### config.mk
export PLATFORM = sky130hd
export DESIGN_NAME = least_conn_balancer_breaker
export DESIGN_NICKNAME = d
export VERILOG_FILES = /design/src/lcb_pkg.sv /design/src/lcb_judge.sv /design/src/least_conn_balancer_breaker.sv
export SDC_FILE = /design/constraint.sdc
export NUM_CORES = 2
export LEC_CHECK = 0
export ABC_CLOCK_PERIOD_IN_PS = 9700
export CAP_MARGIN = 20
export CORE_MARGIN = 2
export CORE_UTILIZATION = 30
export CTS_BUF_LIST = sky130_fd_sc_hd__clkbuf_8 sky130_fd_sc_hd__clkbuf_16
export CTS_CLUSTER_DIAMETER = 40
export DETAILED_ROUTE_END_ITERATION = 6
export DONT_BUFFER_PORTS = 1
export PLACE_DENSITY = 0.42
export RECOVER_POWER = 25
export SETUP_SLACK_MARGIN = 0.02
export SYNTH_ARGS = -nofsm -noshare
export SYNTH_HDL_FRONTEND = slang
export SYNTH_SLANG_ARGS = --single-unit
### constraint.sdc
create_clock -name aclk -period 9.7 [get_ports aclk]
set_input_delay 0.485 -clock aclk [delete_from_list [all_inputs] [get_ports aclk]]
set_output_delay 0.485 -clock aclk [all_outputs]
set_load 0.1 [all_outputs]
### src/lcb_pkg.sv
// Shared types, field layouts and codes of the least-connections balancer with breakers.
`default_nettype none
package lcb_pkg;

    localparam int FUNC_W     = 2;
    localparam int NOW_W      = 48;
    localparam int SLOT_W     = 3;
    localparam int ID_W       = 3;
    localparam int CNT_W      = 4;
    localparam int OUTC_W     = 3;
    localparam int LOAD_W     = 4;
    localparam int FAIL_W     = 8;
    localparam int LEN_W      = 32;
    localparam int CUR_W      = 4;
    localparam int CAP_W      = 4;
    localparam int CHK_W      = 5;
    localparam int CFG_ADDR_W = 2;
    localparam int CFG_DATA_W = 32;
    localparam int S_DATA_W   = 64;
    localparam int M_DATA_W   = 40;

    localparam logic [FUNC_W-1:0] FUNC_ROSTER = 2'd0;
    localparam logic [FUNC_W-1:0] FUNC_PICK   = 2'd1;
    localparam logic [FUNC_W-1:0] FUNC_CLOSE  = 2'd2;

    localparam logic [OUTC_W-1:0] OUT_DONE    = 3'd0;
    localparam logic [OUTC_W-1:0] OUT_ERROR   = 3'd1;
    localparam logic [OUTC_W-1:0] OUT_REFUSED = 3'd2;
    localparam logic [OUTC_W-1:0] OUT_TIMEOUT = 3'd3;

    localparam logic [CFG_ADDR_W-1:0] CFG_INFLIGHT_CAP   = 2'd0;
    localparam logic [CFG_ADDR_W-1:0] CFG_FAIL_STREAK    = 2'd1;
    localparam logic [CFG_ADDR_W-1:0] CFG_BENCH_FIRST_MS = 2'd2;
    localparam logic [CFG_ADDR_W-1:0] CFG_BENCH_MAX_MS   = 2'd3;

    localparam logic [CAP_W-1:0]  CAP_RST    = 4'd4;
    localparam logic [FAIL_W-1:0] STREAK_RST = 8'd3;
    localparam logic [LEN_W-1:0]  FIRST_RST  = 32'd15000;
    localparam logic [LEN_W-1:0]  MAX_RST    = 32'd240000;

    // Input word layout; now_ms sits in the lowest bits.
    typedef struct packed {
        logic [1:0]        spare;
        logic              heard_back;
        logic [OUTC_W-1:0] outcome;
        logic [CNT_W-1:0]  roster_count;
        logic [ID_W-1:0]   node_id;
        logic [SLOT_W-1:0] roster_slot;
        logic [NOW_W-1:0]  now_ms;
    } in_t;

    // Result word layout; picked sits in bit 0.
    typedef struct packed {
        logic [LEN_W-1:0]  my_len_ms;
        logic              my_started;
        logic [ID_W-1:0]   pick_id;
        logic [SLOT_W-1:0] pick_slot;
        logic              picked;
    } result_t;

    // One entry of the per-node memory.
    typedef struct packed {
        logic [LOAD_W-1:0] load;
        logic [FAIL_W-1:0] fail_run;
        logic [NOW_W-1:0]  my_end;
        logic [LEN_W-1:0]  len;
    } node_t;

    typedef struct packed {
        logic [FAIL_W-1:0] streak;
        logic [LEN_W-1:0]  first;
        logic [LEN_W-1:0]  max_len;
    } brk_cfg_t;

    typedef struct packed {
        logic             bench;
        logic [LEN_W-1:0] len;
    } brk_res_t;

    typedef enum logic [3:0] {
        ST_IDLE,
        ST_ROSTER,
        ST_PCHK,
        ST_MOD,
        ST_SCAN,
        ST_COMMIT,
        ST_CRD,
        ST_CSTART,
        ST_CWAIT,
        ST_DONE
    } state_t;

endpackage
`default_nettype wire

### src/lcb_judge.sv
// Two-stage breaker update for one node entry on a connection close.
`default_nettype none
module lcb_judge (
    input  logic                         aclk,
    input  logic                         aresetn,
    input  logic                         start,
    input  lcb_pkg::node_t               ent_in,
    input  logic [lcb_pkg::OUTC_W-1:0]   outcome,
    input  logic                         heard,
    input  logic [lcb_pkg::NOW_W-1:0]    now_ms,
    input  lcb_pkg::brk_cfg_t            cfg,
    output logic                         done,
    output lcb_pkg::node_t               ent_out,
    output lcb_pkg::brk_res_t            res
);
    import lcb_pkg::*;

    logic              forgive;
    logic              failed;
    logic              my_a;
    logic [FAIL_W-1:0] fail_inc;
    logic [FAIL_W-1:0] need;
    logic [LEN_W:0]    dbl;
    logic [LEN_W-1:0]  len_a;
    node_t             ent_a;

    logic              a_vld_reg;
    node_t             a_ent_reg;
    logic              a_bench_reg;
    logic [LEN_W-1:0]  a_len_reg;

    logic [NOW_W:0]    sum_b;
    logic [NOW_W-1:0]  until_b;
    node_t             ent_b;
    brk_res_t          res_b;

    logic              done_reg;
    node_t             ent_out_reg;
    brk_res_t          res_reg;

    // Stage A: load release, streak count and bench length.
    always_comb begin
        forgive  = (outcome == OUT_DONE) || heard;
        failed   = (outcome == OUT_ERROR) || (outcome == OUT_REFUSED) ||
                   (outcome == OUT_TIMEOUT);
        fail_inc = (ent_in.fail_run == '1) ? ent_in.fail_run : ent_in.fail_run + 1'b1;
        need     = (ent_in.len != '0) ? FAIL_W'(1) : cfg.streak;
        dbl      = {ent_in.len, 1'b0};
        if (ent_in.len == '0) begin
            len_a = cfg.first;
        end else if (dbl > {1'b0, cfg.max_len}) begin
            len_a = cfg.max_len;
        end else begin
            len_a = dbl[LEN_W-1:0];
        end
        ent_a      = ent_in;
        ent_a.load = (ent_in.load != '0) ? ent_in.load - 1'b1 : '0;
        my_a    = 1'b0;
        if (forgive) begin
            ent_a.fail_run  = '0;
            ent_a.my_end = '0;
            ent_a.len       = '0;
        end else if (failed) begin
            ent_a.fail_run = fail_inc;
            my_a        = (fail_inc >= need);
        end
    end

    always_ff @(posedge aclk) begin
        if (!aresetn) begin
            a_vld_reg <= 1'b0;
        end else begin
            a_vld_reg <= start;
        end
    end

    always_ff @(posedge aclk) begin
        a_ent_reg   <= ent_a;
        a_bench_reg <= my_a;
        a_len_reg   <= len_a;
    end

    // Stage B: bench end time, saturated at the top of the time range.
    always_comb begin
        sum_b   = (NOW_W+1)'(now_ms) + (NOW_W+1)'(a_len_reg);
        until_b = sum_b[NOW_W] ? '1 : sum_b[NOW_W-1:0];
        ent_b   = a_ent_reg;
        if (a_bench_reg) begin
            ent_b.my_end = until_b;
            ent_b.len       = a_len_reg;
            ent_b.fail_run  = '0;
        end
        res_b.bench = a_bench_reg;
        res_b.len   = a_bench_reg ? a_len_reg : '0;
    end

    always_ff @(posedge aclk) begin
        if (!aresetn) begin
            done_reg <= 1'b0;
        end else begin
            done_reg <= a_vld_reg;
        end
    end

    always_ff @(posedge aclk) begin
        ent_out_reg <= ent_b;
        res_reg     <= res_b;
    end

    assign done    = done_reg;
    assign ent_out = ent_out_reg;
    assign res     = res_reg;

endmodule
`default_nettype wire

### src/least_conn_balancer_breaker.sv
// Least-connections backend picker with a circuit breaker per node id.
//
//  Channel   Ports                            Moves
//  input     s_tvalid s_tready s_tdata s_tuser  one command word
//  result    m_tvalid m_tready m_tdata          one result word per command
//  config    cfg_we cfg_addr cfg_wdata          register write, no read-back
//
// One command is worked at a time. A roster write writes the roster entry, and a
// close goes through the node memory read and the two-stage breaker unit. A pick
// takes M cursor reduction steps (at most 8), then P scan passes (1 or 2) over N
// roster entries, one entry per cycle through the roster and node memory reads.
// aresetn is synchronous; the valid bits of both memories clear at once, so no
// clearing pass is needed.
// A new command is taken while the previous result still waits on m_tready.
`default_nettype none
module least_conn_balancer_breaker #(
    parameter int ROSTER_DEPTH = 8,
    parameter int ID_COUNT     = 8,
    parameter int PAIR_SLOTS   = 12
) (
    input  logic                              aclk,
    input  logic                              aresetn,
    input  logic                              s_tvalid,
    output logic                              s_tready,
    // now_ms[47:0], roster_slot[50:48], node_id[53:51], roster_count[57:54],
    // outcome[60:58], heard_back[61], zero[63:62]
    input  logic [lcb_pkg::S_DATA_W-1:0]      s_tdata,
    // func
    input  logic [lcb_pkg::FUNC_W-1:0]        s_tuser,
    output logic                              m_tvalid,
    input  logic                              m_tready,
    // picked[0], pick_slot[3:1], pick_id[6:4], my_started[7], my_len_ms[39:8]
    output logic [lcb_pkg::M_DATA_W-1:0]      m_tdata,
    input  logic                              cfg_we,
    input  logic [lcb_pkg::CFG_ADDR_W-1:0]    cfg_addr,
    input  logic [lcb_pkg::CFG_DATA_W-1:0]    cfg_wdata
);
    import lcb_pkg::*;

    localparam int RAW = (ROSTER_DEPTH > 1) ? $clog2(ROSTER_DEPTH) : 1;
    localparam int IDW = (ID_COUNT > 1) ? $clog2(ID_COUNT) : 1;
    localparam int RSW = $clog2(ROSTER_DEPTH + 1);
    localparam int IXW = (RSW > CUR_W) ? RSW : CUR_W;
    localparam int TW  = $clog2(PAIR_SLOTS + 1);

    // Configuration registers.
    logic [CAP_W-1:0]  cap_reg;
    logic [FAIL_W-1:0] streak_reg;
    logic [LEN_W-1:0]  first_reg;
    logic [LEN_W-1:0]  max_reg;

    always_ff @(posedge aclk) begin
        if (!aresetn) begin
            cap_reg    <= CAP_RST;
            streak_reg <= STREAK_RST;
            first_reg  <= FIRST_RST;
            max_reg    <= MAX_RST;
        end else if (cfg_we) begin
            unique case (cfg_addr)
                CFG_INFLIGHT_CAP:   cap_reg    <= cfg_wdata[CAP_W-1:0];
                CFG_FAIL_STREAK:    streak_reg <= cfg_wdata[FAIL_W-1:0];
                CFG_BENCH_FIRST_MS: first_reg  <= cfg_wdata;
                CFG_BENCH_MAX_MS:   max_reg    <= cfg_wdata;
            endcase
        end
    end

    // Control and datapath registers.
    state_t            state_reg, state_next;
    in_t               in_reg, in_next;
    logic [RSW-1:0]    size_reg, size_next;
    logic [CUR_W-1:0]  cursor_reg, cursor_next;
    logic [TW-1:0]     total_reg, total_next;
    logic [IXW-1:0]    start_reg, start_next;
    logic [IXW-1:0]    iss_reg, iss_next;
    logic [RSW-1:0]    k_reg, k_next;
    logic              honor_reg, honor_next;
    logic              p1_vld_reg, p1_vld_next;
    logic [RAW-1:0]    p1_idx_reg, p1_idx_next;
    logic              p2_vld_reg, p2_vld_next;
    logic [RAW-1:0]    p2_idx_reg, p2_idx_next;
    logic [ID_W-1:0]   p2_id_reg, p2_id_next;
    logic              best_vld_reg, best_vld_next;
    logic [RAW-1:0]    best_idx_reg, best_idx_next;
    logic [LOAD_W-1:0] best_load_reg, best_load_next;
    logic [ID_W-1:0]   best_id_reg, best_id_next;
    node_t             best_ent_reg, best_ent_next;
    result_t           res_reg, res_next;
    logic              m_tvalid_reg, m_tvalid_next;
    result_t           out_reg, out_next;

    // Memory ports.
    logic              roster_we;
    logic [RAW-1:0]    roster_waddr;
    logic              roster_re;
    logic [RAW-1:0]    roster_raddr;
    logic              node_we;
    logic [IDW-1:0]    node_waddr;
    node_t             node_wdata;
    logic              node_re;
    logic [IDW-1:0]    node_raddr;

    logic [ID_W-1:0]   roster_mem [ROSTER_DEPTH];
    logic [ROSTER_DEPTH-1:0] roster_vld_reg;
    logic [ID_W-1:0]   roster_rd_reg;
    logic              roster_rv_reg;
    node_t             node_mem [ID_COUNT];
    logic [ID_COUNT-1:0] node_vld_reg;
    node_t             node_rd_reg;
    logic              node_rv_reg;

    logic [ID_W-1:0]   roster_id_q;
    node_t             node_q;

    // Breaker unit.
    logic              j_start;
    logic              j_done;
    node_t             j_ent;
    brk_res_t          j_res;
    brk_cfg_t          j_cfg;

    // Scan evaluation.
    logic              issue;
    logic              id_ok1;
    logic              id_ok2;
    logic              benched;
    logic              cand;
    logic              zero_hit;
    logic              scan_end;
    logic              found;
    logic [IXW-1:0]    iss_wrap;
    in_t               s_word;

    assign s_word = in_t'(s_tdata);

    // Entries never written read as zero.
    assign roster_id_q = roster_rv_reg ? roster_rd_reg : '0;
    assign node_q      = node_rv_reg ? node_rd_reg : '0;

    always_ff @(posedge aclk) begin
        if (roster_we) begin
            roster_mem[roster_waddr] <= in_reg.node_id;
        end
        if (roster_re) begin
            roster_rd_reg <= roster_mem[roster_raddr];
            roster_rv_reg <= roster_vld_reg[roster_raddr];
        end
    end

    always_ff @(posedge aclk) begin
        if (node_we) begin
            node_mem[node_waddr] <= node_wdata;
        end
        if (node_re) begin
            node_rd_reg <= node_mem[node_raddr];
            node_rv_reg <= node_vld_reg[node_raddr];
        end
    end

    always_ff @(posedge aclk) begin
        if (!aresetn) begin
            roster_vld_reg <= '0;
            node_vld_reg   <= '0;
        end else begin
            if (roster_we) begin
                roster_vld_reg[roster_waddr] <= 1'b1;
            end
            if (node_we) begin
                node_vld_reg[node_waddr] <= 1'b1;
            end
        end
    end

    assign j_cfg.streak  = streak_reg;
    assign j_cfg.first   = first_reg;
    assign j_cfg.max_len = max_reg;

    lcb_judge u_judge (
        .aclk    (aclk),
        .aresetn (aresetn),
        .start   (j_start),
        .ent_in  (node_q),
        .outcome (in_reg.outcome),
        .heard   (in_reg.heard_back),
        .now_ms  (in_reg.now_ms),
        .cfg     (j_cfg),
        .done    (j_done),
        .ent_out (j_ent),
        .res     (j_res)
    );

    // Scan pipeline: issue a roster read, then a node read, then compare.
    always_comb begin
        issue    = (state_reg == ST_SCAN) && (k_reg != size_reg);
        iss_wrap = (iss_reg + 1'b1 == IXW'(size_reg)) ? '0 : iss_reg + 1'b1;
        id_ok1   = CHK_W'(roster_id_q) < CHK_W'(ID_COUNT);
        id_ok2   = CHK_W'(p2_id_reg) < CHK_W'(ID_COUNT);
        benched  = (node_q.my_end != '0) && (in_reg.now_ms < node_q.my_end);
        cand     = p2_vld_reg && id_ok2 && !(honor_reg && benched) &&
                   (node_q.load < best_load_reg);
        zero_hit = cand && (node_q.load == '0);
        scan_end = zero_hit || ((k_reg == size_reg) && !p1_vld_reg && !p2_vld_reg);
        found    = best_vld_reg || cand;
    end

    always_comb begin
        state_next     = state_reg;
        in_next        = in_reg;
        size_next      = size_reg;
        cursor_next    = cursor_reg;
        total_next     = total_reg;
        start_next     = start_reg;
        iss_next       = iss_reg;
        k_next         = k_reg;
        honor_next     = honor_reg;
        p1_vld_next    = 1'b0;
        p1_idx_next    = p1_idx_reg;
        p2_vld_next    = 1'b0;
        p2_idx_next    = p2_idx_reg;
        p2_id_next     = p2_id_reg;
        best_vld_next  = best_vld_reg;
        best_idx_next  = best_idx_reg;
        best_load_next = best_load_reg;
        best_id_next   = best_id_reg;
        best_ent_next  = best_ent_reg;
        res_next       = res_reg;
        m_tvalid_next  = m_tvalid_reg && !m_tready;
        out_next       = out_reg;
        s_tready       = 1'b0;
        roster_we      = 1'b0;
        roster_waddr   = RAW'(in_reg.roster_slot);
        roster_re      = 1'b0;
        roster_raddr   = RAW'(iss_reg);
        node_we        = 1'b0;
        node_waddr     = IDW'(in_reg.node_id);
        node_wdata     = j_ent;
        node_re        = 1'b0;
        node_raddr     = IDW'(in_reg.node_id);
        j_start        = 1'b0;

        unique case (state_reg)
            ST_IDLE: begin
                s_tready = 1'b1;
                if (s_tvalid) begin
                    in_next   = s_word;
                    res_next  = '0;
                    unique case (s_tuser)
                        FUNC_ROSTER: state_next = ST_ROSTER;
                        FUNC_PICK:   state_next = ST_PCHK;
                        FUNC_CLOSE:  state_next = ST_CRD;
                        default:     state_next = ST_DONE;
                    endcase
                end
            end
            ST_ROSTER: begin
                roster_we = CHK_W'(in_reg.roster_slot) < CHK_W'(ROSTER_DEPTH);
                if (CHK_W'(in_reg.roster_count) > CHK_W'(ROSTER_DEPTH)) begin
                    size_next = RSW'(ROSTER_DEPTH);
                end else begin
                    size_next = RSW'(in_reg.roster_count);
                end
                state_next = ST_DONE;
            end
            ST_PCHK: begin
                if ((total_reg >= TW'(PAIR_SLOTS)) || (size_reg == '0)) begin
                    state_next = ST_DONE;
                end else begin
                    start_next     = IXW'(cursor_reg);
                    honor_next     = 1'b1;
                    best_vld_next  = 1'b0;
                    best_load_next = cap_reg;
                    state_next     = ST_MOD;
                end
            end
            ST_MOD: begin
                // The cursor may lie past a roster that shrank; reduce it modulo the size.
                if (start_reg >= IXW'(size_reg)) begin
                    start_next = start_reg - IXW'(size_reg);
                end else begin
                    iss_next   = start_reg;
                    k_next     = '0;
                    state_next = ST_SCAN;
                end
            end
            ST_SCAN: begin
                if (issue) begin
                    roster_re   = 1'b1;
                    iss_next    = iss_wrap;
                    k_next      = k_reg + 1'b1;
                    p1_vld_next = 1'b1;
                    p1_idx_next = RAW'(iss_reg);
                end
                if (p1_vld_reg) begin
                    node_re    = 1'b1;
                    node_raddr = id_ok1 ? IDW'(roster_id_q) : '0;
                end
                p2_vld_next = p1_vld_reg;
                p2_idx_next = p1_idx_reg;
                p2_id_next  = roster_id_q;
                if (cand) begin
                    best_vld_next  = 1'b1;
                    best_idx_next  = p2_idx_reg;
                    best_load_next = node_q.load;
                    best_id_next   = p2_id_reg;
                    best_ent_next  = node_q;
                end
                if (scan_end) begin
                    p1_vld_next = 1'b0;
                    p2_vld_next = 1'b0;
                    if (found) begin
                        state_next = ST_COMMIT;
                    end else if (honor_reg) begin
                        // Nothing outside the bench qualified: scan again ignoring it.
                        honor_next     = 1'b0;
                        iss_next       = start_reg;
                        k_next         = '0;
                        best_load_next = cap_reg;
                    end else begin
                        state_next = ST_DONE;
                    end
                end
            end
            ST_COMMIT: begin
                node_we            = 1'b1;
                node_waddr         = IDW'(best_id_reg);
                node_wdata         = best_ent_reg;
                node_wdata.load    = best_ent_reg.load + 1'b1;
                total_next         = total_reg + 1'b1;
                cursor_next        = CUR_W'({1'b0, best_idx_reg} + 1'b1);
                res_next.picked    = 1'b1;
                res_next.pick_slot = SLOT_W'(best_idx_reg);
                res_next.pick_id   = best_id_reg;
                state_next         = ST_DONE;
            end
            ST_CRD: begin
                if (CHK_W'(in_reg.node_id) < CHK_W'(ID_COUNT)) begin
                    node_re    = 1'b1;
                    state_next = ST_CSTART;
                end else begin
                    state_next = ST_DONE;
                end
            end
            ST_CSTART: begin
                j_start    = 1'b1;
                state_next = ST_CWAIT;
            end
            ST_CWAIT: begin
                if (j_done) begin
                    node_we = 1'b1;
                    if (node_q.load != '0) begin
                        total_next = total_reg - 1'b1;
                    end
                    res_next.my_started = j_res.bench;
                    res_next.my_len_ms  = j_res.len;
                    state_next             = ST_DONE;
                end
            end
            ST_DONE: begin
                if (!m_tvalid_reg || m_tready) begin
                    m_tvalid_next = 1'b1;
                    out_next      = res_reg;
                    state_next    = ST_IDLE;
                end
            end
            default: state_next = ST_IDLE;
        endcase
    end

    always_ff @(posedge aclk) begin
        if (!aresetn) begin
            state_reg    <= ST_IDLE;
            size_reg     <= '0;
            cursor_reg   <= '0;
            total_reg    <= '0;
            honor_reg    <= 1'b0;
            p1_vld_reg   <= 1'b0;
            p2_vld_reg   <= 1'b0;
            best_vld_reg <= 1'b0;
            m_tvalid_reg <= 1'b0;
            k_reg        <= '0;
        end else begin
            state_reg    <= state_next;
            size_reg     <= size_next;
            cursor_reg   <= cursor_next;
            total_reg    <= total_next;
            honor_reg    <= honor_next;
            p1_vld_reg   <= p1_vld_next;
            p2_vld_reg   <= p2_vld_next;
            best_vld_reg <= best_vld_next;
            m_tvalid_reg <= m_tvalid_next;
            k_reg        <= k_next;
        end
    end

    always_ff @(posedge aclk) begin
        in_reg        <= in_next;
        start_reg     <= start_next;
        iss_reg       <= iss_next;
        p1_idx_reg    <= p1_idx_next;
        p2_idx_reg    <= p2_idx_next;
        p2_id_reg     <= p2_id_next;
        best_idx_reg  <= best_idx_next;
        best_load_reg <= best_load_next;
        best_id_reg   <= best_id_next;
        best_ent_reg  <= best_ent_next;
        res_reg       <= res_next;
        out_reg       <= out_next;
    end

    assign m_tvalid = m_tvalid_reg;
    assign m_tdata  = out_reg;

`ifndef NO_ASSERTIONS
    // The running load total never passes the pair limit.
    a_total_bound: assert property (@(posedge aclk) disable iff (!aresetn)
        total_reg <= TW'(PAIR_SLOTS))
        else $error("load total above pair limit");

    // A pick commits only with a chosen entry.
    a_commit_best: assert property (@(posedge aclk) disable iff (!aresetn)
        (state_reg == ST_COMMIT) |-> best_vld_reg)
        else $error("commit without a chosen backend");

    // The scan pointer stays inside the roster.
    a_scan_index: assert property (@(posedge aclk) disable iff (!aresetn)
        (state_reg == ST_SCAN) |-> (iss_reg < IXW'(size_reg)))
        else $error("scan index outside roster");

    // The best load never rises above the cap during a scan.
    a_best_load: assert property (@(posedge aclk) disable iff (!aresetn)
        (state_reg == ST_SCAN) |-> (best_load_reg <= cap_reg))
        else $error("best load above cap");

    // Breaker results arrive only while a close waits for them.
    a_judge_done: assert property (@(posedge aclk) disable iff (!aresetn)
        j_done |-> (state_reg == ST_CWAIT) && ($past(state_reg, 2) == ST_CSTART))
        else $error("breaker result outside close");
`endif

endmodule
`default_nettype wire
==> impl_table.tex <==
\begin{tabular}{lr}
\hline
Metric & Value \\
\hline
\multicolumn{2}{l}{\textbf{Die}} \\
\quad Full die area & 201,000 um\^{}2 \\
\quad Effective utilization at floorplan & 0.301 \\
\quad Placeable core region & 197,000 um\^{}2 \\
\quad Top-Level Pins & 147 \\
\quad Overall die width & 448 um \\
\quad Total number of placement rows & 163 \\
\quad Height of the die & 448 um \\
\multicolumn{2}{l}{\textbf{Logic synthesis}} \\
\quad Gate count of the mapped netlist & 5,131 \\
\quad Seq/Total Area, Yosys & 0.691 \\
\quad Count of state elements after synthesis & 1,487 \\
\quad Top post-synthesis cells by area & edfxtp\_1 57\%, dfxtp\_1 12\%, nand2\_1 9.0\% \\
\quad Area share of the largest cell type after synthesis & 0.566 \\
\quad Post-synth top area cell & edfxtp\_1 \\
\quad XOR/XNOR share of the synthesized area & 0.00901 \\
\quad Fraction of synthesis flops using an asynchronous set or reset pin & 0 \\
\quad Count of flip-flops with a built-in enable after synthesis & 1,118 \\
\quad Synthesized netlist net count & 5,374 \\
\quad Most numerous cell types in the synthesized netlist & 1,425 x nand2\_1, 1,118 x edfxtp\_1, 499 x nand3\_1 \\
\quad Synth warnings & 0 \\
\quad Number of distinct library cell variants in the gate-level netlist after synthesis & 76 \\
\quad Area fraction in compound gates after synthesis & 0.0612 \\
\quad Combinational family with the most area after synthesis & simple AND/OR/NAND/NOR gates \\
\quad Flip-flop cell with the highest count after synthesis & edfxtp\_1 \\
\quad Mean cell area of the mapped netlist & 11.6 um\^{}2 \\
\quad Multiplexer share of the synthesized area & 0.00500 \\
\quad Share of synthesized cell area in full adder, half adder and majority cells & 0.0295 \\
\quad Area share of and/or/nand/nor cells after synthesis & 0.176 \\
\quad Most frequent cell after synthesis & nand2\_1 \\
\quad Post-synth design cell area & 59,300 um\^{}2 \\
\multicolumn{2}{l}{\textbf{Setup path}} \\
\quad Required time reported for the critical path endpoint & 10,170 ps \\
\quad Maximum fanout count along the critical path & 93 \\
\quad Register-to-Register Path Depth & 6 \\
\quad Critical Path Sink Type & flop \\
\quad Startpoint of the worst register-to-register path & state\_reg[1] \\
\quad Arrival time worst endpoint & 7140 ps \\
\quad Worst reg2reg path endpoint & node\_mem[7][52] \\
\quad Flop2flop setup slack & 3030 ps \\
\quad CP startpoint kind & flop \\
\quad Type of the worst setup path & reg -> reg \\
\multicolumn{2}{l}{\textbf{Worst hold path}} \\
\quad Class of the tightest hold or removal check & in -> reg \\
\quad Terminating pin of the worst hold path & state\_reg[1] \\
\quad Worst Hold Depth & 5 \\
\quad Worst Min Path Start & s\_tuser[0] \\
\multicolumn{2}{l}{\textbf{Finish}} \\
\quad Area delta synth->final & 22.3\% \\
\quad Fraction of final layout cells sized beyond drive strength 1 & 0.0966 \\
\quad Post-route cell area & 72,500 um\^{}2 \\
\quad Layout fillers & 19,100 \\
\quad Register with the highest flop count & node\_mem \\
\quad Number of nets at the end of the flow & 5,555 \\
\quad Max reg flops & 736 \\
\multicolumn{2}{l}{\textbf{STA}} \\
\quad Final Slew Violations & 520 \\
\quad Final worst path period share & 0.688 \\
\quad Setup ws final & 3030 ps \\
\quad Final setup violation count & 0 \\
\quad Maximum operating frequency & 0.150 GHz \\
\quad Worst Clk Skew & 65.7 ps \\
\quad Setup tns final & 0 ps \\
\quad Post-layout min period & 6670 ps \\
\quad Relative slew slack & -2.16 \\
\quad Setup repair after global routing missed its margin & false \\
\quad Hold Fails Final Rpt & 0 \\
\quad Worst slew pin tran & 4740 ps \\
\multicolumn{2}{l}{\textbf{Drt}} \\
\quad Drc violations & 0 \\
\quad Total wirelength of the detailed-routed design & 182,000 um \\
\quad Vias after detailed routing & 38,700 \\
\quad Drt wl/cell & 22.3 um \\
\quad Number of routed nets with antenna violations & 0 \\
\quad Initial DRT Pass Iterations & 5 \\
\quad Via density & 4.74 \\
\quad DR iter-0 viols & 2,573 \\
\multicolumn{2}{l}{\textbf{Global route}} \\
\quad Largest net degree at the start of global routing & 157 \\
\quad Wire length of the first global-routing pass & 266,000 um \\
\quad Via count of the first global-routing pass & 38,800 \\
\quad Gr ovfl total & 0 \\
\quad Number of antenna violations at the first check in global routing & 24 \\
\quad Total GRT Usage & 0.180 \\
\multicolumn{2}{l}{\textbf{CTS}} \\
\quad Maximum count of clock buffers along a single path & 4 \\
\quad Clock slew seen by the registers of the worst setup and hold paths & 50 ps \\
\quad Hold\_buf cts & 122 \\
\quad CTS resizes & 0 \\
\quad Maximum level of the CTS H-tree & 5 \\
\quad Clock Latency Late Sink & 910 ps \\
\quad Master cell of the clock root buffer & clkbuf\_16 \\
\quad Post-CTS setup buffer count & 0 \\
\quad Sink Count & 1,487 \\
\quad Clock buffer count from CTS & 279 \\
\quad CTS tree & yes \\
\multicolumn{2}{l}{\textbf{Run status}} \\
\quad Outcome & complete, but fails checks \\
\quad Violations in the final reports & max-capacitance violations, max-slew violations \\
\multicolumn{2}{l}{\textbf{Place}} \\
\quad Final estimated routing congestion in global placement & 0.770 \\
\quad Buffers added on ports & 0 \\
\quad DP Area & 62,200 um\^{}2 \\
\quad Sum of net half-perimeters after detailed placement & 100,000 um \\
\quad Placement-stage worst setup slack & 4840 ps \\
\multicolumn{2}{l}{\textbf{Run}} \\
\quad Max\_cap viols & 11 \\
\multicolumn{2}{l}{\textbf{Power and ir drop}} \\
\quad Power per Cell Area & 269 nW/um\^{}2 \\
\quad Max IR drop VDD & 0.185 mV \\
\quad Leakage component of the power & 27.5 nW \\
\hline
\end{tabular}
[worst max path at each step]
stage | from | to | slack (ps) | cells after the start
finish | state_reg[1] | node_mem[7][52] | 3030 | 6
global route | state_reg[1] | node_mem[7][52] | 2610 | 6
CTS | node_rv_reg | best_ent_reg[54] | 4800 | 11
detailed placement | node_rv_reg | best_ent_reg[59] | 4840 | 11
global placement | node_rv_reg | best_ent_reg[59] | 4870 | 11
floorplan | node_rv_reg | best_ent_reg[0] | 1790 | 14
[cells by family after synthesis]
kind of cell | count (synthesis)
AND/OR/NAND/NOR | 2429
flip-flops | 1487
AO/OA/AOI/OAI | 566
buffers and inverters | 431
adder cells (fa/ha/maj) | 138
XOR/XNOR | 61
multiplexers | 19
[cell type report]
class	count	area [um^2]	area share
inverter	162	612	0.00844
sequential	1487	41000	0.565
tap	2640	3300	0.0456
timing repair buffer	169	1710	0.0236
clock inverter	187	1740	0.0241
antenna	6	15.0	0.000207
clock buffer	300	7360	0.102
multi-input combinational	3213	16800	0.231
[per-stage QoR]
step	total power, mW	cells	utilization	hold WS (ps)
2_1_floorplan	9.30	5131	-	310
3_3_place_gp	10.2	7549	0.316	312
3_5_place_dp	10.2	7549	0.316	315
4_1_cts	19.7	8158	0.369	34.7
5_1_grt	20.3	8162	0.368	96.5
6_report	19.5	8164	0.368	101
[critical path, cell delays in order (launching register included)]
cell	delay, ps
dfxtp_1	650
nor2b_1	220
nand2b_4	120
clkbuf_1	2910
a41oi_1	1210
nor2_4	360
buf_12	610
[power by group]
part	switching, mW	internal [mW]	leakage (nW)
Sequential	0.371	7.38	13.3
Clock	3.28	6.10	4.51
Combinational	1.66	0.680	9.74
Total	5.31	14.2	27.5
[cell usage in the layout (no fill, tap or decap), types with 32 or more instances in the layout]
cell              n
edfxtp_1       1118
nor2_1          235
dlygate4sd3_1   121
a31oi_1          34
clkinv_2         37
o21ai_0         149
a21o_1           86
clkbuf_16       287
a21oi_1         151
nand2_1        1425
and2_0           58
dfxtp_1         369
nand3_1         499
a221o_1          32
inv_1           181
xnor2_1          34
ha_1            135
and2_1           48
[per-layer routing]
metal	up-vias	GRT usage	wire length [um]
met4	14	0.0568	4760
met5	-	0	93
li1	18400	-	-
met1	19200	0.234	81000
met2	796	0.306	88700
met3	284	0.0311	7240
Power figures use the tool's default switching activity.
